`src/design/assert_macros.svh`:
```
// assertion macros shared by the packer rtl
`ifndef ASSERT_MACROS_SVH
`define ASSERT_MACROS_SVH

// implication checked on every clock edge outside reset
`define ASSERT_CLK(label, prop, msg) \
  label: assert property (@(posedge clk) disable iff (!rst_n) (prop)) else $error(msg);

// property that must hold in the cycle after a trigger
`define ASSERT_NEXT(label, trig, prop, msg) \
  label: assert property (@(posedge clk) disable iff (!rst_n) (trig) |=> (prop)) else $error(msg);

`endif

```
`src/design/asp_pkg.sv`:
```
// shared types and constants of the seven bit packer
`default_nettype none
package asp_pkg;

  localparam int unsigned CHAR_W      = 8;
  localparam int unsigned LANE_W      = 7;
  localparam int unsigned GROUP_BYTES = 7;
  localparam int unsigned IDX_W       = 3;
  localparam int unsigned JOB_W       = CHAR_W * GROUP_BYTES;
  localparam int unsigned QUEUE_DEPTH_DEF = 2;

  // one burst of result bytes handed from the front to the back
  typedef struct packed {
    logic [JOB_W-1:0] data;     // byte k in bits [8k+7:8k]
    logic [IDX_W-1:0] last_idx; // index of the final byte of the burst
    logic             done;     // burst ends the string
  } asp_job_t;

endpackage
`default_nettype wire

```
`src/design/asp_front.sv`:
```
// front end: collects characters into groups and builds packed or raw bursts
`default_nettype none
module asp_front (
  input  wire logic                      clk,
  input  wire logic                      rst_n,
  input  wire logic                      in_tvalid,
  output logic                           in_tready,
  input  wire logic [asp_pkg::CHAR_W-1:0] in_tdata,
  input  wire logic                      in_tlast,
  input  wire logic                      q_full,
  output logic                           q_push,
  output asp_pkg::asp_job_t              q_job
);

  logic [asp_pkg::CHAR_W-1:0] grp_r [asp_pkg::GROUP_BYTES];
  logic [asp_pkg::IDX_W-1:0]  cnt_r, cnt_nxt;
  logic                       accept;
  logic                       grp_full;
  logic [asp_pkg::JOB_W-1:0]  packed_w, raw_w;

  assign in_tready = !q_full;
  assign accept    = in_tvalid && in_tready;
  assign grp_full  = (cnt_r == asp_pkg::IDX_W'(asp_pkg::GROUP_BYTES));

  // seven bit lanes back to back, bit 7 of every character dropped
  always_comb begin
    packed_w = '0;
    for (int k = 0; k < asp_pkg::GROUP_BYTES; k++) begin
      packed_w[k*asp_pkg::LANE_W +: asp_pkg::LANE_W] = grp_r[k][asp_pkg::LANE_W-1:0];
    end
    packed_w[asp_pkg::GROUP_BYTES*asp_pkg::LANE_W +: asp_pkg::LANE_W] =
      in_tdata[asp_pkg::LANE_W-1:0];
  end

  // raw tail: buffered bytes with the current byte in slot cnt
  always_comb begin
    raw_w = '0;
    for (int k = 0; k < asp_pkg::GROUP_BYTES; k++) begin
      if (asp_pkg::IDX_W'(k) == cnt_r) begin
        raw_w[k*asp_pkg::CHAR_W +: asp_pkg::CHAR_W] = in_tdata;
      end else begin
        raw_w[k*asp_pkg::CHAR_W +: asp_pkg::CHAR_W] = grp_r[k];
      end
    end
  end

  always_comb begin
    cnt_nxt        = cnt_r;
    q_push         = 1'b0;
    q_job.data     = raw_w;
    q_job.last_idx = cnt_r;
    q_job.done     = 1'b1;
    if (accept) begin
      if (grp_full) begin
        q_push         = 1'b1;
        q_job.data     = packed_w;
        q_job.last_idx = asp_pkg::IDX_W'(asp_pkg::GROUP_BYTES - 1);
        q_job.done     = in_tlast;
        cnt_nxt        = '0;
      end else if (!in_tlast) begin
        cnt_nxt = cnt_r + asp_pkg::IDX_W'(1);
      end else begin
        q_push  = 1'b1;
        cnt_nxt = '0;
      end
    end
  end

  always_ff @(posedge clk) begin
    if (!rst_n) begin
      cnt_r <= '0;
    end else begin
      cnt_r <= cnt_nxt;
    end
  end

  always_ff @(posedge clk) begin
    if (accept && !grp_full && !in_tlast) begin
      grp_r[cnt_r] <= in_tdata;
    end
  end

endmodule
`default_nettype wire

```
`src/design/asp_queue.sv`:
```
// short burst queue between front and back
`default_nettype none
module asp_queue #(
  parameter int unsigned DEPTH = asp_pkg::QUEUE_DEPTH_DEF
) (
  input  wire logic              clk,
  input  wire logic              rst_n,
  input  wire logic              push,
  input  wire asp_pkg::asp_job_t push_job,
  input  wire logic              pop,
  output asp_pkg::asp_job_t      pop_job,
  output logic                   full,
  output logic                   empty
);

  localparam int unsigned PW = (DEPTH > 1) ? $clog2(DEPTH) : 1;
  localparam int unsigned CW = $clog2(DEPTH + 1);

  asp_pkg::asp_job_t mem [DEPTH];
  logic [PW-1:0] wr_ptr_r, rd_ptr_r;
  logic [CW-1:0] cnt_r;
  logic          do_push, do_pop;

  assign full    = (cnt_r == CW'(DEPTH));
  assign empty   = (cnt_r == '0);
  assign do_push = push && !full;
  assign do_pop  = pop && !empty;
  assign pop_job = mem[rd_ptr_r];

  always_ff @(posedge clk) begin
    if (!rst_n) begin
      wr_ptr_r <= '0;
      rd_ptr_r <= '0;
      cnt_r    <= '0;
    end else begin
      if (do_push) begin
        wr_ptr_r <= (wr_ptr_r == PW'(DEPTH - 1)) ? '0 : wr_ptr_r + PW'(1);
      end
      if (do_pop) begin
        rd_ptr_r <= (rd_ptr_r == PW'(DEPTH - 1)) ? '0 : rd_ptr_r + PW'(1);
      end
      if (do_push && !do_pop) begin
        cnt_r <= cnt_r + CW'(1);
      end else if (do_pop && !do_push) begin
        cnt_r <= cnt_r - CW'(1);
      end
    end
  end

  always_ff @(posedge clk) begin
    if (do_push) begin
      mem[wr_ptr_r] <= push_job;
    end
  end

endmodule
`default_nettype wire

```
`src/design/asp_back.sv`:
```
// back end: walks a burst out one byte per cycle, unless out_tready stalls it, into the output register
`default_nettype none
module asp_back (
  input  wire logic                       clk,
  input  wire logic                       rst_n,
  input  wire logic                       q_empty,
  input  wire asp_pkg::asp_job_t          q_job,
  output logic                            q_pop,
  output logic                            out_tvalid,
  input  wire logic                       out_tready,
  output logic [asp_pkg::CHAR_W-1:0]      out_tdata,
  output logic                            out_tlast,
  output logic                            out_tuser
);

  asp_pkg::asp_job_t          act_r;
  logic                       act_valid_r;
  logic [asp_pkg::IDX_W-1:0]  idx_r;
  logic                       out_valid_r;
  logic [asp_pkg::CHAR_W-1:0] out_byte_r;
  logic                       out_last_r, out_done_r;
  logic                       out_load, act_end, act_free;

  assign out_load = act_valid_r && (!out_valid_r || out_tready);
  assign act_end  = (idx_r == act_r.last_idx);
  // next burst may start in the cycle the current one sends its final byte
  assign act_free = !act_valid_r || (out_load && act_end);
  assign q_pop    = act_free && !q_empty;

  always_ff @(posedge clk) begin
    if (!rst_n) begin
      act_valid_r <= 1'b0;
      idx_r       <= '0;
      out_valid_r <= 1'b0;
    end else begin
      if (q_pop) begin
        act_valid_r <= 1'b1;
        idx_r       <= '0;
      end else if (out_load && act_end) begin
        act_valid_r <= 1'b0;
      end else if (out_load) begin
        idx_r <= idx_r + asp_pkg::IDX_W'(1);
      end
      if (out_load) begin
        out_valid_r <= 1'b1;
      end else if (out_tready) begin
        out_valid_r <= 1'b0;
      end
    end
  end

  always_ff @(posedge clk) begin
    if (q_pop) begin
      act_r <= q_job;
    end
    if (out_load) begin
      out_byte_r <= act_r.data[idx_r*asp_pkg::CHAR_W +: asp_pkg::CHAR_W];
      out_last_r <= act_end;
      out_done_r <= act_end && act_r.done;
    end
  end

  assign out_tvalid = out_valid_r;
  assign out_tdata  = out_byte_r;
  assign out_tlast  = out_last_r;
  assign out_tuser  = out_done_r;

endmodule
`default_nettype wire

```
`src/design/ascii_seven_bit_packer.sv`:
```
// Seven bit character packer. One character word is taken per cycle on the
// in_ channel. Every eighth character of a string completes a group and
// yields seven packed words holding the low seven bits of all eight
// characters back to back, least significant bit first; a string that ends
// inside a group yields its buffered characters raw, all eight bits kept.
// The front stage forms each burst in the cycle its last character arrives
// and puts it into a queue of QUEUE_DEPTH bursts; the back stage sends one
// word per cycle, unless out_tready stalls it, through a registered output
// after the active burst register. Sustained rate is one character per cycle
// for packed groups while the output is not stalled (seven words out per
// eight in); short strings can produce up to seven words from one character,
// and in_tready drops while the burst queue is full.
`default_nettype none
`include "assert_macros.svh"
module ascii_seven_bit_packer #(
  parameter int unsigned QUEUE_DEPTH = asp_pkg::QUEUE_DEPTH_DEF
) (
  input  wire logic                       clk,
  input  wire logic                       rst_n,
  input  wire logic                       in_tvalid,
  output logic                            in_tready,
  input  wire logic [asp_pkg::CHAR_W-1:0] in_tdata,  // [7:0] in_char
  input  wire logic                       in_tlast,  // end_of_string
  output logic                            out_tvalid,
  input  wire logic                       out_tready,
  output logic [asp_pkg::CHAR_W-1:0]      out_tdata, // [7:0] out_byte
  output logic                            out_tlast, // run_last
  output logic                            out_tuser  // [0] stream_done
);

  logic              q_push, q_pop, q_full, q_empty;
  asp_pkg::asp_job_t push_job, pop_job;

  asp_front u_front (
    .clk       (clk),
    .rst_n     (rst_n),
    .in_tvalid (in_tvalid),
    .in_tready (in_tready),
    .in_tdata  (in_tdata),
    .in_tlast  (in_tlast),
    .q_full    (q_full),
    .q_push    (q_push),
    .q_job     (push_job)
  );

  asp_queue #(
    .DEPTH (QUEUE_DEPTH)
  ) u_queue (
    .clk      (clk),
    .rst_n    (rst_n),
    .push     (q_push),
    .push_job (push_job),
    .pop      (q_pop),
    .pop_job  (pop_job),
    .full     (q_full),
    .empty    (q_empty)
  );

  asp_back u_back (
    .clk        (clk),
    .rst_n      (rst_n),
    .q_empty    (q_empty),
    .q_job      (pop_job),
    .q_pop      (q_pop),
    .out_tvalid (out_tvalid),
    .out_tready (out_tready),
    .out_tdata  (out_tdata),
    .out_tlast  (out_tlast),
    .out_tuser  (out_tuser)
  );

  `ASSERT_CLK(a_done_is_last, (out_tvalid && out_tuser) |-> out_tlast, "stream_done without run_last")
  `ASSERT_CLK(a_no_push_full, q_push |-> !q_full, "burst pushed into full queue")
  `ASSERT_CLK(a_eos_pushes, (in_tvalid && in_tready && in_tlast) |-> q_push, "string end made no burst")
  `ASSERT_NEXT(a_push_not_empty, q_push, !q_empty, "queue empty after push")

endmodule
`default_nettype wire

```
`config.mk`:
```
export PLATFORM = sky130hd
export DESIGN_NAME = ascii_seven_bit_packer
export DESIGN_NICKNAME = d
export VERILOG_FILES = /design/src/design/asp_pkg.sv /design/src/design/asp_front.sv /design/src/design/asp_queue.sv /design/src/design/asp_back.sv /design/src/design/ascii_seven_bit_packer.sv
export VERILOG_INCLUDE_DIRS = /design/src /design/src/design
export SDC_FILE = /design/constraint.sdc
export NUM_CORES = 1
export LEC_CHECK = 0
export BUFFER_PORTS_ARGS = -buffer_cell sky130_fd_sc_hd__buf_2
export CORE_ASPECT_RATIO = 1.75
export CORE_MARGIN = 3
export CORE_UTILIZATION = 30
export DETAILED_ROUTE_END_ITERATION = 6
export PLACE_DENSITY_LB_ADDON = 0.2
export SYNTH_ARGS = -nofsm -noshare
export SYNTH_HDL_FRONTEND = slang
export SYNTH_SLANG_ARGS = --single-unit
```
`constraint.sdc`:
```
create_clock -name clk -period 10.9 [get_ports clk]
set_clock_uncertainty 0.05 [all_clocks]
set_input_delay 2.18 -clock clk [delete_from_list [all_inputs] [get_ports clk]]
set_output_delay 2.18 -clock clk [all_outputs]
set_load 0.01 [all_outputs]
```
==> impl_metrics.json <==
{
  "clock-root-buffer": "clkbuf_16",
  "area_delta_synth_final_pct": 13.71,
  "hold_violations": 0,
  "cp_slowest_stage_delay_ps": 660,
  "core_um2": 33960,
  "dp_hpwl_mm": 14.60,
  "die_area_um2": 36990,
  "cts_tree": "done",
  "row_count": 89,
  "wl_per_cell_um": 19.91,
  "gp_congestion": 0.7167,
  "die_w_um": 146.7,
  "worstPathArrival_ps": 4470,
  "port_buffers": 24,
  "crit_chain": "buf_2, nand2b_1, a41oi_1, nor2_4, buf_4, inv_1, ha_1, or3_1, a21boi_0",
  "yosys-mux-area-fraction": 0.1459,
  "track_usage": 0.1230,
  "ys.flop_type": "edfxtp_1",
  "relSlewSlack": 0.2231,
  "drv_slew": 0,
  "num_vias": 5198,
  "drt.antenna.violating_nets": 0,
  "gr-total-overflow": 0,
  "tns_ps": 0,
  "setup_viol": 0,
  "maxCapViolCount": 0,
  "grt_pass1_wl_mm": 34.53,
  "synth_fa_ha_area_frac": 0.009635,
  "crit_required_ps": 11300,
  "synth_xor_area_frac": 0.004938,
  "crit_path_max_fanout": 62,
  "firstDrtPassIters": 5,
  "clock_latency_ps": 530,
  "post_cts_resize_count": 0,
  "ctsHoldBuffers": 0,
  "initial_core_util": 0.3059,
  "p_comb_frac": 0.184,
  "end_kind": "register",
  "hold_path.class": "reg -> reg",
  "die_h_um": 252.2,
  "antenna_found_initial": 0,
  "synth_compound_area_frac": 0.04312,
  "crit_slowest_cell": "buf_4",
  "fin_crit_sh": 0.3730,
  "power_frac_seq": 0.505,
  "synth_top_family_by_area": "multiplexers",
  "pwr-share-clk": 0.311,
  "num_io_pins": 25,
  "numCtsBuffers": 24,
  "sw_frac_of_total": 0.2648,
  "synth_async_sr_flop_share": 0,
  "intPower_w": 0.001963,
  "ys_ff_latch": 258,
  "drt_iter0_drc": 355,
  "clk_pin_slew_ps": 70,
  "post-route-drc-count": 0,
  "cp-start-kind": "input port",
  "rrSetupSlack_ps": 7660,
  "clockBufferDepth": 3,
  "htree_levels": 1,
  "yosys.area_share.simple": 0.04649,
  "clock.fmax_ghz": 0.2459,
  "synth_fp_nets": 659,
  "clock-sinks": 258,
  "grt_max_degree": 102,
  "critPathKind": "in -> reg",
  "syn_inst": 638,
  "grt_pass1_vias": 5562,
  "ys_warn_count": 0,
  "ys_types": 40,
  "ir_drop_mv": 0.1023,
  "rsz0062_at_grt": "false",
  "syn_area_per_cell_um2": 16.28,
  "synth-edff-count": 246,
  "worst_slew_pin_slew_ps": 1157,
  "synth_area_um2": 10390,
  "nets": 687,
  "p_switching_w": 0.0007069,
  "status": "finished clean",
  "n_antenna_cell": 0,
  "post-cts-setup-buffers": 0,
  "ys_seq_area_frac": 0.7342,
  "drt-vias-per-instance": 4.564,
  "drive_above_1_share": 0.2222,
  "powerDensity_nw_per_um2": 226.0,
  "fin_crit_ps": 4066,
  "power_w": 0.002670,
  "leakagePower_nw": 4.087,
  "drt-total-wl_mm": 22.67
}
==> path summary, 6_finish.rpt <==
kind / cells past startpoint / to / from
setup / recovery: 9 / u_queue.cnt_r[1] / out_tready
setup reg to reg: 8 / u_queue.cnt_r[1] / u_back.idx_r[2]
hold reg to reg: 2 / u_queue.cnt_r[1] / u_queue.cnt_r[1]
hold / removal: 2 / u_queue.cnt_r[1] / u_queue.cnt_r[1]
==> critical path: cells and delay by family <==
kind,cells,cell delay [ps]
buffers and inverters,3,840
AOI/OAI and AO/OA,2,390
adders and majority gates,1,360
and+or+nand+nor,3,650
==> through the flow <==
stage          hold WS (ps)  setup WS, ps    util  std cells  area [µm²]
6_report              465.1          6834  0.3478       1139       11810
5_1_grt               495.5          6609  0.3478       1139       11810
4_1_cts               467.8          6813  0.3478       1139       11810
3_5_place_dp          453.1          6276  0.3248       1095       11030
3_3_place_gp          446.6          6361  0.3248       1095       11030
2_1_floorplan         428.0          3896       -        638       10390
==> area by class of cell <==
type,count,area [µm²]
fill,3200,22150
sequential,258,7629
multi-input combinational,342,2624
clock buffer,26,629.4
tap,455,569.3
timing repair buffer,32,180.2
clock inverter,18,151.4
inverter,8,30.03
==> logic make-up after synthesis <==
logic type | Yosys count
adders and majority gates | 8
buffers and inverters | 38
and+or+nand+nor | 113
muxes | 133
AOI/OAI and AO/OA | 83
xor gates and xnor gates | 5
DFF | 258
==> power groups by stage <==
stage,clock [W],combinational (W),sequential [W]
2_1_floorplan,0,0.000331,0.00137
3_3_place_gp,0,0.000502,0.00137
3_5_place_dp,0,0.000509,0.00137
4_1_cts,0.000858,0.000512,0.00135
5_1_grt,0.000892,0.000543,0.00136
6_report,0.000831,0.000491,0.00135
==> flip-flops by register name, indices dropped and copies added, names as in the netlist <==
signal              flops
u_back.out_tdata        8
u_queue.wr_ptr_r        1
u_back.out_tlast        1
u_front.grp_r          56
u_back.idx_r            3
u_back.act_valid_r      1
u_back.out_tuser        1
u_back.out_tvalid       1
u_back.act_r           60
u_queue.cnt_r           2
u_queue.rd_ptr_r        1
u_front.cnt_r           3
u_queue.mem           120
==> synthesized netlist by cell type, types with 3 or more instances <==
| library cell | number | area (µm²) |
|---|---|---|
| inv_1 | 7 | 26.28 |
| mux2_2 | 67 | 754.5 |
| dfxtp_1 | 12 | 240.2 |
| clkbuf_1 | 24 | 90.09 |
| and2_1 | 3 | 18.77 |
| mux2i_1 | 58 | 580.6 |
| nor3_1 | 4 | 20.02 |
| a21boi_0 | 4 | 30.03 |
| nand2b_1 | 3 | 18.77 |
| nand2_1 | 17 | 63.81 |
| xnor2_1 | 3 | 26.28 |
| ha_1 | 8 | 100.1 |
| nor2_1 | 72 | 270.3 |
| o21ai_0 | 3 | 15.01 |
| mux4_2 | 8 | 180.2 |
| a21oi_1 | 67 | 335.3 |
| edfxtp_1 | 246 | 7387 |
| nor2b_1 | 5 | 31.28 |
==> cell usage in the layout (no fill, tap or decap), types with 2 or more instances in the layout <==
master,count
inv_1,7
clkbuf_16,25
nand2b_1,3
buf_4,8
bufinv_16,2
xnor2_1,3
mux4_2,8
dfxtp_1,11
a21oi_1,67
clkinvlp_4,4
nor2b_1,5
clkinv_2,5
edfxtp_1,246
and3_1,2
ha_1,8
a22oi_1,2
nor3_1,3
o21ai_0,3
mux2i_1,58
buf_2,24
mux2_2,67
a31oi_1,2
and2_1,2
a21boi_0,4
nor2_1,71
clkinv_1,6
nand2_1,17
==> layer usage <==
layer,vias up,part of all wire,GRT usage
li1,2478,-,-
met1,2615,0.40,0.1435
met2,80,0.55,0.2327
met3,25,0.031,0.01561
met4,0,0.019,0.03848
met5,-,0,0
Note: power is estimated with default switching activity, not from simulation.
